--- config.mk ---
export PLATFORM = sky130hd
export DESIGN_NAME = height_color_ramp
export DESIGN_NICKNAME = d
export VERILOG_FILES = /design/src/hdl/hcr_pkg.sv /design/src/hdl/hcr_div_cell.sv /design/src/hdl/hcr_seg.sv /design/src/hdl/hcr_blend.sv /design/src/hdl/height_color_ramp.sv
export SDC_FILE = /design/constraint.sdc
export NUM_CORES = 2
export LEC_CHECK = 0
export ABC_AREA = 1
export BUFFER_PORTS_ARGS = -buffer_cell sky130_fd_sc_hd__buf_2
export CAP_MARGIN = 0
export CELL_PAD_IN_SITES_DETAIL_PLACEMENT = 0
export CELL_PAD_IN_SITES_GLOBAL_PLACEMENT = 2
export CORE_MARGIN = 2
export CORE_UTILIZATION = 38
export CTS_BUF_LIST = sky130_fd_sc_hd__clkbuf_4 sky130_fd_sc_hd__clkbuf_8 sky130_fd_sc_hd__clkbuf_16
export CTS_CLUSTER_SIZE = 25
export DETAILED_ROUTE_END_ITERATION = 8
export PLACE_DENSITY_LB_ADDON = 0.08
export SLEW_MARGIN = 20
export SYNTH_ARGS = -nofsm -noshare
export SYNTH_HDL_FRONTEND = slang
export SYNTH_HIERARCHICAL = 1
export SYNTH_SLANG_ARGS = --single-unit
export TNS_END_PERCENT = 50
--- constraint.sdc ---
create_clock -name clk -period 37.8 [get_ports clk]
set_input_delay 1.89 -clock clk [delete_from_list [all_inputs] [get_ports clk]]
set_output_delay 1.89 -clock clk [all_outputs]
set_load 0.02 [all_outputs]
--- src/hdl/hcr_pkg.sv ---
`timescale 1ns / 1ps
// ----------------------------------------------------------------------------
// hcr_pkg: shared types, constants and tables of the height color ramp
// Holds the fixed-point format, the ramp break points, the color stops and
// the lane record that travels down the divider cell chains.
// ----------------------------------------------------------------------------
package hcr_pkg;

  localparam int FRAC_BITS = 16;
  localparam int HEIGHT_W  = 16;
  localparam int MAX_W     = HEIGHT_W - 1;
  localparam int COLOR_W   = 8;
  localparam int EDGE_W    = FRAC_BITS + 1;
  localparam int DIV_W     = (FRAC_BITS - 1 > MAX_W) ? FRAC_BITS - 1 : MAX_W;
  localparam int SEG_W     = 3;

  localparam longint unsigned ONE_Q = 64'd1 << FRAC_BITS;

  localparam logic [EDGE_W-1:0] EDGE_0 = '0;
  localparam logic [EDGE_W-1:0] EDGE_1 = EDGE_W'((64'd2 * ONE_Q + 64'd10) / 64'd20);
  localparam logic [EDGE_W-1:0] EDGE_2 = EDGE_W'((64'd4 * ONE_Q + 64'd10) / 64'd20);
  localparam logic [EDGE_W-1:0] EDGE_3 = EDGE_W'((64'd7 * ONE_Q + 64'd10) / 64'd20);
  localparam logic [EDGE_W-1:0] EDGE_4 = EDGE_W'((64'd12 * ONE_Q + 64'd10) / 64'd20);
  localparam logic [EDGE_W-1:0] EDGE_5 = EDGE_W'((64'd16 * ONE_Q + 64'd10) / 64'd20);
  localparam logic [EDGE_W-1:0] EDGE_6 = EDGE_W'(ONE_Q);

  typedef enum logic [1:0] {
    KIND_RAMP,
    KIND_FLAT,
    KIND_LOW,
    KIND_HIGH
  } kind_t;

  typedef struct packed {
    kind_t            kind;
    logic [SEG_W-1:0] seg;
  } tag_t;

  typedef struct packed {
    logic                 valid;
    tag_t                 tag;
    logic [DIV_W-1:0]     rem;
    logic [DIV_W-1:0]     divisor;
    logic [FRAC_BITS-1:0] quo;
  } div_lane_t;

  typedef struct packed {
    logic [COLOR_W-1:0] red;
    logic [COLOR_W-1:0] green;
    logic [COLOR_W-1:0] blue;
  } rgb_t;

  localparam rgb_t FLAT_COLOR = '{red: 8'd100, green: 8'd150, blue: 8'd100};

  localparam logic [SEG_W-1:0] LAST_STOP = 3'd6;

  function automatic logic [EDGE_W-1:0] seg_edge(input logic [SEG_W-1:0] k);
    logic [EDGE_W-1:0] e;
    unique case (k)
      3'd0:    e = EDGE_0;
      3'd1:    e = EDGE_1;
      3'd2:    e = EDGE_2;
      3'd3:    e = EDGE_3;
      3'd4:    e = EDGE_4;
      3'd5:    e = EDGE_5;
      default: e = EDGE_6;
    endcase
    return e;
  endfunction

  function automatic rgb_t stop_color(input logic [SEG_W-1:0] idx);
    rgb_t c;
    unique case (idx)
      3'd0:    c = '{red: 8'd20,  green: 8'd50,  blue: 8'd120};
      3'd1:    c = '{red: 8'd40,  green: 8'd80,  blue: 8'd180};
      3'd2:    c = '{red: 8'd194, green: 8'd178, blue: 8'd128};
      3'd3:    c = '{red: 8'd85,  green: 8'd140, blue: 8'd45};
      3'd4:    c = '{red: 8'd60,  green: 8'd100, blue: 8'd30};
      3'd5:    c = '{red: 8'd80,  green: 8'd70,  blue: 8'd60};
      3'd6:    c = '{red: 8'd240, green: 8'd245, blue: 8'd255};
      default: c = '{red: 8'd20,  green: 8'd50,  blue: 8'd120};
    endcase
    return c;
  endfunction

endpackage

--- src/hdl/hcr_div_cell.sv ---
`timescale 1ns / 1ps
// ----------------------------------------------------------------------------
// hcr_div_cell: one restoring-division cell
// Shifts the partial remainder, trial-subtracts the divisor and appends one
// quotient bit, then hands the lane to the next cell.
// ----------------------------------------------------------------------------
module hcr_div_cell (
  input  logic              clk,
  input  logic              rst_n,
  input  logic              adv,
  input  hcr_pkg::div_lane_t lane_i,
  output hcr_pkg::div_lane_t lane_o
);
  import hcr_pkg::*;

  div_lane_t          lane_r;
  div_lane_t          lane_nxt;
  logic [DIV_W:0]     rem_sh;
  logic               fits;

  always_comb begin
    rem_sh   = {lane_i.rem, 1'b0};
    fits     = rem_sh >= {1'b0, lane_i.divisor};
    lane_nxt = lane_i;
    if (fits) begin
      lane_nxt.rem = DIV_W'(rem_sh - {1'b0, lane_i.divisor});
    end else begin
      lane_nxt.rem = rem_sh[DIV_W-1:0];
    end
    lane_nxt.quo = {lane_i.quo[FRAC_BITS-2:0], fits};
  end

  always_ff @(posedge clk) begin
    if (!rst_n) begin
      lane_r.valid <= 1'b0;
    end else if (adv) begin
      lane_r.valid <= lane_nxt.valid;
    end
    if (adv) begin
      lane_r.tag     <= lane_nxt.tag;
      lane_r.rem     <= lane_nxt.rem;
      lane_r.divisor <= lane_nxt.divisor;
      lane_r.quo     <= lane_nxt.quo;
    end
  end

  assign lane_o = lane_r;

endmodule

--- src/hdl/hcr_seg.sv ---
`timescale 1ns / 1ps
// ----------------------------------------------------------------------------
// hcr_seg: ramp segment select
// Places the ratio among the break points and loads the offset into the
// segment and the segment width as the next division.
// ----------------------------------------------------------------------------
module hcr_seg (
  input  logic              clk,
  input  logic              rst_n,
  input  logic              adv,
  input  hcr_pkg::div_lane_t lane_i,
  output hcr_pkg::div_lane_t lane_o
);
  import hcr_pkg::*;

  div_lane_t          lane_r;
  div_lane_t          lane_nxt;
  logic [EDGE_W-1:0]  ratio;
  logic [SEG_W-1:0]   seg;
  logic [EDGE_W-1:0]  lo;
  logic [EDGE_W-1:0]  hi;

  always_comb begin
    ratio = {1'b0, lane_i.quo};
    seg   = 3'd0;
    if (ratio >= EDGE_1) seg = 3'd1;
    if (ratio >= EDGE_2) seg = 3'd2;
    if (ratio >= EDGE_3) seg = 3'd3;
    if (ratio >= EDGE_4) seg = 3'd4;
    if (ratio >= EDGE_5) seg = 3'd5;
    lo = seg_edge(seg);
    hi = seg_edge(SEG_W'(seg + 3'd1));
    lane_nxt         = lane_i;
    lane_nxt.tag.seg = seg;
    lane_nxt.rem     = DIV_W'(ratio - lo);
    lane_nxt.divisor = DIV_W'(hi - lo);
    lane_nxt.quo     = '0;
  end

  always_ff @(posedge clk) begin
    if (!rst_n) begin
      lane_r.valid <= 1'b0;
    end else if (adv) begin
      lane_r.valid <= lane_nxt.valid;
    end
    if (adv) begin
      lane_r.tag     <= lane_nxt.tag;
      lane_r.rem     <= lane_nxt.rem;
      lane_r.divisor <= lane_nxt.divisor;
      lane_r.quo     <= lane_nxt.quo;
    end
  end

  assign lane_o = lane_r;

endmodule

--- src/hdl/hcr_blend.sv ---
`timescale 1ns / 1ps
// ----------------------------------------------------------------------------
// hcr_blend: color blend stage
// Interpolates the two stop colors of the segment by the local fraction, or
// selects the fixed color for flat, clamped-low and clamped-high samples.
// ----------------------------------------------------------------------------
module hcr_blend (
  input  logic               clk,
  input  logic               rst_n,
  input  logic               adv,
  input  hcr_pkg::div_lane_t lane_i,
  output logic               res_valid_o,
  output hcr_pkg::rgb_t      res_color_o
);
  import hcr_pkg::*;

  logic valid_r;
  rgb_t color_r;
  rgb_t color_nxt;
  rgb_t stop_a;
  rgb_t stop_b;

  function automatic logic [COLOR_W-1:0] mix(input logic [COLOR_W-1:0] a,
                                             input logic [COLOR_W-1:0] b,
                                             input logic [FRAC_BITS-1:0] t);
    logic signed [COLOR_W:0]           diff;
    logic signed [FRAC_BITS+COLOR_W+1:0] prod;
    logic signed [FRAC_BITS+COLOR_W+1:0] sum;
    diff = $signed({1'b0, b}) - $signed({1'b0, a});
    prod = diff * $signed({1'b0, t});
    sum  = $signed({2'b00, a, {FRAC_BITS{1'b0}}}) + prod;
    return sum[FRAC_BITS+COLOR_W-1:FRAC_BITS];
  endfunction

  always_comb begin
    stop_a = stop_color(lane_i.tag.seg);
    stop_b = stop_color(SEG_W'(lane_i.tag.seg + 3'd1));
    unique case (lane_i.tag.kind)
      KIND_FLAT: color_nxt = FLAT_COLOR;
      KIND_LOW:  color_nxt = stop_color(3'd0);
      KIND_HIGH: color_nxt = stop_color(LAST_STOP);
      default: begin
        color_nxt.red   = mix(stop_a.red,   stop_b.red,   lane_i.quo);
        color_nxt.green = mix(stop_a.green, stop_b.green, lane_i.quo);
        color_nxt.blue  = mix(stop_a.blue,  stop_b.blue,  lane_i.quo);
      end
    endcase
  end

  always_ff @(posedge clk) begin
    if (!rst_n) begin
      valid_r <= 1'b0;
    end else if (adv) begin
      valid_r <= lane_i.valid;
    end
    if (adv) begin
      color_r <= color_nxt;
    end
  end

  assign res_valid_o = valid_r;
  assign res_color_o = color_r;

endmodule

--- src/hdl/height_color_ramp.sv ---
`timescale 1ns / 1ps
// ----------------------------------------------------------------------------
// height_color_ramp: terrain height to RGB color ramp
// Maps a signed height sample to a seven-stop piecewise-linear color ramp.
// ----------------------------------------------------------------------------
// Takes one height sample per clock while in_stall is low and returns one
// color per sample, in order. The ratio height/max_height is formed by a
// chain of FRAC_BITS restoring-division cells, one quotient bit per cell;
// a segment-select stage follows, then a second chain of FRAC_BITS cells
// forms the local fraction, then a blend stage with one multiplier per
// channel. An output register plus one skid entry decouple the two sides;
// in_stall rises only once the skid entry is occupied. Write max_height
// only while no sample is in flight; zero gives flat green.
// ----------------------------------------------------------------------------
module height_color_ramp (
  input  logic                                clk,
  input  logic                                rst_n,
  input  logic                                cfg_wr_en,
  input  logic [hcr_pkg::MAX_W-1:0]           cfg_wr_data,
  input  logic                                in_valid,
  output logic                                in_stall,
  input  logic signed [hcr_pkg::HEIGHT_W-1:0] in_height,
  output logic                                out_valid,
  input  logic                                out_stall,
  output logic [hcr_pkg::COLOR_W-1:0]         out_red,
  output logic [hcr_pkg::COLOR_W-1:0]         out_green,
  output logic [hcr_pkg::COLOR_W-1:0]         out_blue
);
  import hcr_pkg::*;

  logic [MAX_W-1:0] max_height_r;
  logic             adv;
  div_lane_t        ratio_lane [0:FRAC_BITS];
  div_lane_t        frac_lane  [0:FRAC_BITS];
  logic             res_valid;
  rgb_t             res_color;
  logic             out_valid_r;
  logic             out_valid_nxt;
  rgb_t             out_color_r;
  rgb_t             out_color_nxt;
  logic             skid_valid_r;
  logic             skid_valid_nxt;
  rgb_t             skid_color_r;
  rgb_t             skid_color_nxt;
  logic             take;

  always_ff @(posedge clk) begin
    if (!rst_n) begin
      max_height_r <= '0;
    end else if (cfg_wr_en) begin
      max_height_r <= cfg_wr_data;
    end
  end

  assign adv      = !skid_valid_r;
  assign in_stall = skid_valid_r;

  always_comb begin
    ratio_lane[0].valid   = in_valid;
    ratio_lane[0].tag.seg = '0;
    ratio_lane[0].rem     = DIV_W'(in_height[HEIGHT_W-2:0]);
    ratio_lane[0].divisor = DIV_W'(max_height_r);
    ratio_lane[0].quo     = '0;
    if (max_height_r == '0) begin
      ratio_lane[0].tag.kind = KIND_FLAT;
    end else if (in_height[HEIGHT_W-1] || in_height == '0) begin
      ratio_lane[0].tag.kind = KIND_LOW;
    end else if (in_height[HEIGHT_W-2:0] >= max_height_r) begin
      ratio_lane[0].tag.kind = KIND_HIGH;
    end else begin
      ratio_lane[0].tag.kind = KIND_RAMP;
    end
  end

  for (genvar i = 0; i < FRAC_BITS; i++) begin : g_ratio
    hcr_div_cell u_cell (
      .clk    (clk),
      .rst_n  (rst_n),
      .adv    (adv),
      .lane_i (ratio_lane[i]),
      .lane_o (ratio_lane[i+1])
    );
  end

  hcr_seg u_seg (
    .clk    (clk),
    .rst_n  (rst_n),
    .adv    (adv),
    .lane_i (ratio_lane[FRAC_BITS]),
    .lane_o (frac_lane[0])
  );

  for (genvar i = 0; i < FRAC_BITS; i++) begin : g_frac
    hcr_div_cell u_cell (
      .clk    (clk),
      .rst_n  (rst_n),
      .adv    (adv),
      .lane_i (frac_lane[i]),
      .lane_o (frac_lane[i+1])
    );
  end

  hcr_blend u_blend (
    .clk         (clk),
    .rst_n       (rst_n),
    .adv         (adv),
    .lane_i      (frac_lane[FRAC_BITS]),
    .res_valid_o (res_valid),
    .res_color_o (res_color)
  );

  assign take = out_valid_r && !out_stall;

  always_comb begin
    out_valid_nxt  = out_valid_r;
    out_color_nxt  = out_color_r;
    skid_valid_nxt = skid_valid_r;
    skid_color_nxt = skid_color_r;
    if (adv && res_valid) begin
      if (!out_valid_r || take) begin
        out_valid_nxt = 1'b1;
        out_color_nxt = res_color;
      end else begin
        skid_valid_nxt = 1'b1;
        skid_color_nxt = res_color;
      end
    end else if (take) begin
      if (skid_valid_r) begin
        out_color_nxt  = skid_color_r;
        skid_valid_nxt = 1'b0;
      end else begin
        out_valid_nxt = 1'b0;
      end
    end
  end

  always_ff @(posedge clk) begin
    if (!rst_n) begin
      out_valid_r  <= 1'b0;
      skid_valid_r <= 1'b0;
    end else begin
      out_valid_r  <= out_valid_nxt;
      skid_valid_r <= skid_valid_nxt;
    end
    out_color_r  <= out_color_nxt;
    skid_color_r <= skid_color_nxt;
  end

  assign out_valid = out_valid_r;
  assign out_red   = out_color_r.red;
  assign out_green = out_color_r.green;
  assign out_blue  = out_color_r.blue;

`ifndef SYNTHESIS
  a_skid_behind_out: assert property (@(posedge clk) disable iff (!rst_n)
    skid_valid_r |-> out_valid_r)
    else $error("skid entry held with empty output register");

  a_skid_fill_on_stall: assert property (@(posedge clk) disable iff (!rst_n)
    $rose(skid_valid_r) |-> $past(out_valid_r && out_stall && res_valid))
    else $error("skid entry filled without a stalled output");

  a_skid_drains: assert property (@(posedge clk) disable iff (!rst_n)
    skid_valid_r && !out_stall |=> !skid_valid_r)
    else $error("skid entry not drained on output transfer");
`endif

endmodule
Word-level counts from Yosys, hierarchy flattened
Cells that the tools add are included.
{"block": "word_totals", "out_inout_bits": 26, "input_bits": 36, "ff_bits": 1442, "word_cells": 400}
{"block": "classes", "bitwise_logic": 1, "reduce_logical": 17, "n_lt_le_gt_ge": 38, "add_sub_neg": 40, "n_eq_ne": 28, "muxes": 53, "n_mul": 3}
{"op": "16-bit by 15-bit greater-or-equal comparator with 1-bit output", "n": 32}
{"op": "15-bit subtractor", "n": 32}
{"op": "15-bit 2-to-1 mux", "n": 30}
{"op": "24-bit one-hot mux with 6 select lines", "n": 2}
{"op": "15-bit one-hot mux with 6 select lines", "n": 2}
{"op": "24-bit 2-to-1 mux", "n": 4}
{"op": "24-bit adder", "n": 3}
{"op": "9-bit by 17-bit multiplier with 24-bit output", "n": 3}
{"op": "24-bit one-hot mux with 3 select lines", "n": 1}
{"op": "16-bit greater-or-equal comparator (second input constant)", "n": 2}
{"op": "3-bit equality test (second input constant)", "n": 10}
{"op": "8-bit by 8-bit subtractor with 9-bit output", "n": 3}
{"op": "3-bit by 2-bit equality test with 1-bit output (second input constant)", "n": 8}
{"op": "16-bit by 13-bit greater-or-equal comparator with 1-bit output (second input constant)", "n": 1}
{"op": "16-bit by 14-bit greater-or-equal comparator with 1-bit output (second input constant)", "n": 1}
{"op": "16-bit by 15-bit greater-or-equal comparator with 1-bit output (second input constant)", "n": 1}
{"op": "16-bit zero test", "n": 1}
{"op": "15-bit greater-or-equal comparator", "n": 1}
{"op": "15-bit zero test", "n": 1}
{"op": "3-bit by 1-bit equality test with 1-bit output (second input constant)", "n": 4}
{"op": "1-bit 2-to-1 mux", "n": 8}
{"op": "2-bit 2-to-1 mux", "n": 4}
{"op": "3-bit by 1-bit adder with 3-bit output (second input constant)", "n": 2}
{"op": "3-bit zero test", "n": 2}
{"op": "other kinds (12)", "n": 22}

Depth between registers and ports, before layout
{"block": "logic_depth", "ltp_word": 10, "mapped_depth": 39}

Cells and area by module
The synthesis kept the hierarchy.
{"mod": "hcr_div_cell (g_frac[0].u_cell ...)", "n_inst": 30, "cells_each": 293, "seq_area_each_um2": 1551.5, "area_each_um2": 2755.1}
{"mod": "hcr_blend", "n_inst": 1, "cells_each": 2041, "seq_area_each_um2": 740.7, "area_each_um2": 15922.8}
{"mod": "hcr_div_cell (g_ratio[8].u_cell ...)", "n_inst": 2, "cells_each": 293, "seq_area_each_um2": 1551.5, "area_each_um2": 2752.6}
{"mod": "height_color_ramp", "n_inst": 1, "cells_each": 292, "seq_area_each_um2": 1781.7, "area_each_um2": 2891.5}
{"mod": "hcr_seg", "n_inst": 1, "cells_each": 313, "seq_area_each_um2": 1011.0, "area_each_um2": 2571.2}

Worst setup path before layout
Ideal clock, no wire load.
{"block": "synth_path", "path_kind": "register to register", "startpoint": "reg skid_valid_r (netlist: in_stall)", "endpoint": "reg out_color_r, in the netlist out_blue[0] (enable)", "slack_ns": -0.021, "path_stages_with_launch": 5, "arrival_time_ns": 37.439, "setup_ns": 0.382, "cell_sequence": "dfxtp_1 inv_1 o21ai_0 o21ai_0 o21a_1"}
{"block": "synth_via", "elab_chain_cells": 4, "elab_cells_between_ends": 6}
{"item": "from (decl)", "line_no": "height_color_ramp.sv:41", "source": "logic skid_valid_r;"}
{"item": "from (signal assigned)", "line_no": "height_color_ramp.sv:143", "source": "skid_valid_r <= skid_valid_nxt;"}
{"item": "1-bit zero test *", "line_no": "height_color_ramp.sv:55", "source": "assign adv = !skid_valid_r;"}
{"item": "named net adv", "line_no": "height_color_ramp.sv:32", "source": "logic adv;"}
{"item": "1-bit logical AND *", "line_no": "height_color_ramp.sv:119", "source": "if (adv && res_valid) begin"}
{"item": "2-bit by 1-bit inequality test with 1-bit output (no source line) / 2-bit nonzero test (equally long branches)"}
{"item": "3-bit AND reduction (no source line) *"}
{"item": "to (signal assigned)", "line_no": "height_color_ramp.sv:145", "source": "out_color_r <= out_color_nxt;"}
{"item": "to (decl)", "line_no": "height_color_ramp.sv:39", "source": "rgb_t out_color_r;"}
The timed path passes the listed nets; every way through them passes the cells marked *.
A chain may end at the register's enable or synchronous reset.

==> metrics.md <==
| Metric | Value |
|---|---|
| Syn avg cell area | 8.610 um2 |
| Num CTS Buffers | 171 |
| DR WL/cell | 17.28 um |
| CTS tree | yes |
| Crit path largest cell delay | 0.55 ns |
| Core ar. | 0.2560 mm2 |
| RR Startpoint | g_frac[15].u_cell/lane_o[46]$_DFFE_PP_ |
| Yosys warning total | 6 |
| Final Hold Viols | 0 |
| CP max FO | 14 |
| WS Path Type | reg -> reg |
| RR Endpoint | u_blend/res_color_o[23]$_DFFE_PP_ |
| First-pass GRT wire length | 408500 um |
| CTS Hold Bufs | 0 |
| End of the critical path | u_blend/res_color_o[23]$_DFFE_PP_ |
| Mapped cell area | 0.09756 mm2 |
| Ports | 62 |
| Top delay family on crit path | adder cells |
| Chip width | 510.7 um |
| Via-to-Cell Ratio | 4.692 |
| DRC | 0 |
| # Post-CTS Setup Buffers | 0 |
| Worst Clk Skew | 0.03329 ns |
| Latest clock arrival within the worst-skew pair | 0.85 ns |
| Area delta synth->final | 9.824% |
| Max-slew headroom | 0.2883 |
| Most frequent CP cell | nand2_1 |
| Htree depth | 4 |
| Crit path time final | 8.065 ns |
| DR pass1 iterations | 6 |
| Total gr overflow | 0 |
| Row cnt | 186 |
| Fmax | 0.1240 GHz |
| Die height | 510.7 um |
| CP bufs+invs | 6 |
| Final #Nets | 12542 |
| Critical Path Start Type | register |
| Clock Tree Buf Depth | 3 |
| Largest net degree at the start of global routing | 193 |
| Worst R2R Path Depth | 33 |
| IO buf count | 61 |
| Worst Hold Class | reg -> reg |
| Status | completed |
| Final wirelength | 259200 um |
| Die area | 0.2608 mm2 |
| CP startpoint | g_frac[15].u_cell/lane_o[46]$_DFFE_PP_ |
| Max stage delay cell, worst path | edfxtp_1 |
| CTS root buffer | clkbuf_16 |
| # resized after CTS | 0 |
| RSZ-0062 raised after global routing | no |
| Routability congestion estimate | 0.8636 |
| GRT Util Overall | 0.1991 |
| DPL Wire Length | 201700 um |
| Critical Path AT | 8.62 ns |
| Max_cap viols | 0 |
| Final count of negative-setup-slack endpoints | 0 |
| Worst slew pin tran | 1.068 ns |
| Cells after synthesis | 11332 |
| Share of layout cells above drive strength 1 | 0.08229 |
| Initial antenna violation count | 2 |
| Fin. max-slew vios | 0 |
| Vias in the first global route | 71646 |
| Mapped Nets | 12398 |
| Clock Pin Slew Worst Setup and Hold Paths | 0.07 ns |
| R2R Setup Slk | 29.73 ns |
| # fillers | 25728 |
| Antenna viol nets, final | 0 |
| Fin crit share | 0.2134 |
| Starting density of the core | 0.3811 |
| Final setup TNS | 0 ns |
| Iter 0 DRT Violations | 4036 |
| Crit path capture type | register |
| Critical Path Stages | 33 |
| TritonCTS Sinks | 1440 |
| Vias | 70395 |
| WP data required | 38.36 ns |
-- worst min-delay path by stage --
stage,cells after the start,endpoint,start
finish,0,g_frac[3].u_cell/lane_o[1]$_DFFE_PP_,g_frac[2].u_cell/lane_o[0]$_DFFE_PP_
global route,0,g_frac[3].u_cell/lane_o[1]$_DFFE_PP_,g_frac[2].u_cell/lane_o[0]$_DFFE_PP_
CTS,0,g_frac[14].u_cell/lane_o[9]$_DFFE_PP_,g_frac[13].u_cell/lane_o[8]$_DFFE_PP_
detailed placement,0,g_frac[11].u_cell/lane_o[9]$_DFFE_PP_,g_frac[10].u_cell/lane_o[8]$_DFFE_PP_
global placement,0,g_frac[9].u_cell/lane_o[6]$_DFFE_PP_,g_frac[8].u_cell/lane_o[5]$_DFFE_PP_
floorplan,0,g_frac[0].u_cell/lane_o[46]$_DFFE_PP_,u_seg/lane_o[46]$_DFFE_PP_
-- stage by stage --
step           hold WS, ns  worst slack (ns)  std cells  area, um2  utilization
2_1_floorplan       0.4003             7.202      11332      97560            -
3_3_place_gp        0.4003             29.83      14687     101300       0.3958
3_5_place_dp        0.4045             29.76      14687     101300       0.3958
4_1_cts             0.3910             29.77      15001     107100       0.4185
5_1_grt             0.4075             29.09      15003     107100       0.4185
6_report            0.3971             29.73      15004     107100       0.4186
-- registers in the layout, indices dropped and copies added, names as in the netlist --
name / cells
out_red: 8
out_valid: 1
u_blend/res_color_o: 24
skid_color_r: 24
max_height_r: 15
out_blue: 8
u_seg/lane_o: 34
u_blend/res_valid_o: 1
g_ratio.u_cell/lane_o: 634
out_green: 8
g_frac.u_cell/lane_o: 682
in_stall: 1
-- layout make-up --
| cell class | count | area (um2) | share of cell area |
|---|---|---|---|
| Tap cell | 3384 | 4234 | 0.03952 |
| Antenna cell | 3 | 7.507 | 0.00007006 |
| Clock buffer | 206 | 4554 | 0.04251 |
| Sequential cell | 1440 | 42730 | 0.3988 |
| Clock inverter | 108 | 1252 | 0.01169 |
| Inverter | 2272 | 8611 | 0.08036 |
| Multi-Input combinational cell | 7483 | 45050 | 0.4204 |
| Timing Repair Buffer | 108 | 708.2 | 0.006609 |
-- worst reg2reg max path: cells and delay by family, from the launching register on --
kind / cells / cell delay (ns)
fa+ha+maj: 9 / 3.94
simple gates: 13 / 1.61
compound gates: 5 / 0.96
buf+inv: 6 / 0.76
flops: 1 / 0.55
-- routing by layer --
layer,global-route usage,share of wire
met1,0.2670,0.47
met2,0.3399,0.48
met3,0.02338,0.034
met4,0.05287,0.024
met5,0,0
-- placed cells by master (no fill, tap or decap), types with 41 or more instances in the layout --
| cell | n |
|---|---|
| nand4_1 | 112 |
| nor3_1 | 52 |
| fa_1 | 350 |
| o21ai_0 | 133 |
| clkbuf_16 | 171 |
| buf_2 | 61 |
| nor2_4 | 48 |
| nor2_2 | 99 |
| a21oi_1 | 346 |
| a21oi_2 | 68 |
| ha_1 | 680 |
| edfxtp_1 | 1389 |
| nor2_1 | 704 |
| nand2_2 | 145 |
| nand2_1 | 3576 |
| dfxtp_1 | 51 |
| and2_1 | 60 |
| nand2_4 | 41 |
| nand3_1 | 694 |
| inv_1 | 2191 |
| inv_2 | 45 |
| xor2_1 | 174 |
| buf_4 | 43 |
Power is not shown: default switching activity piles up to over one toggle a cycle in this logic, so the estimate is an artifact.
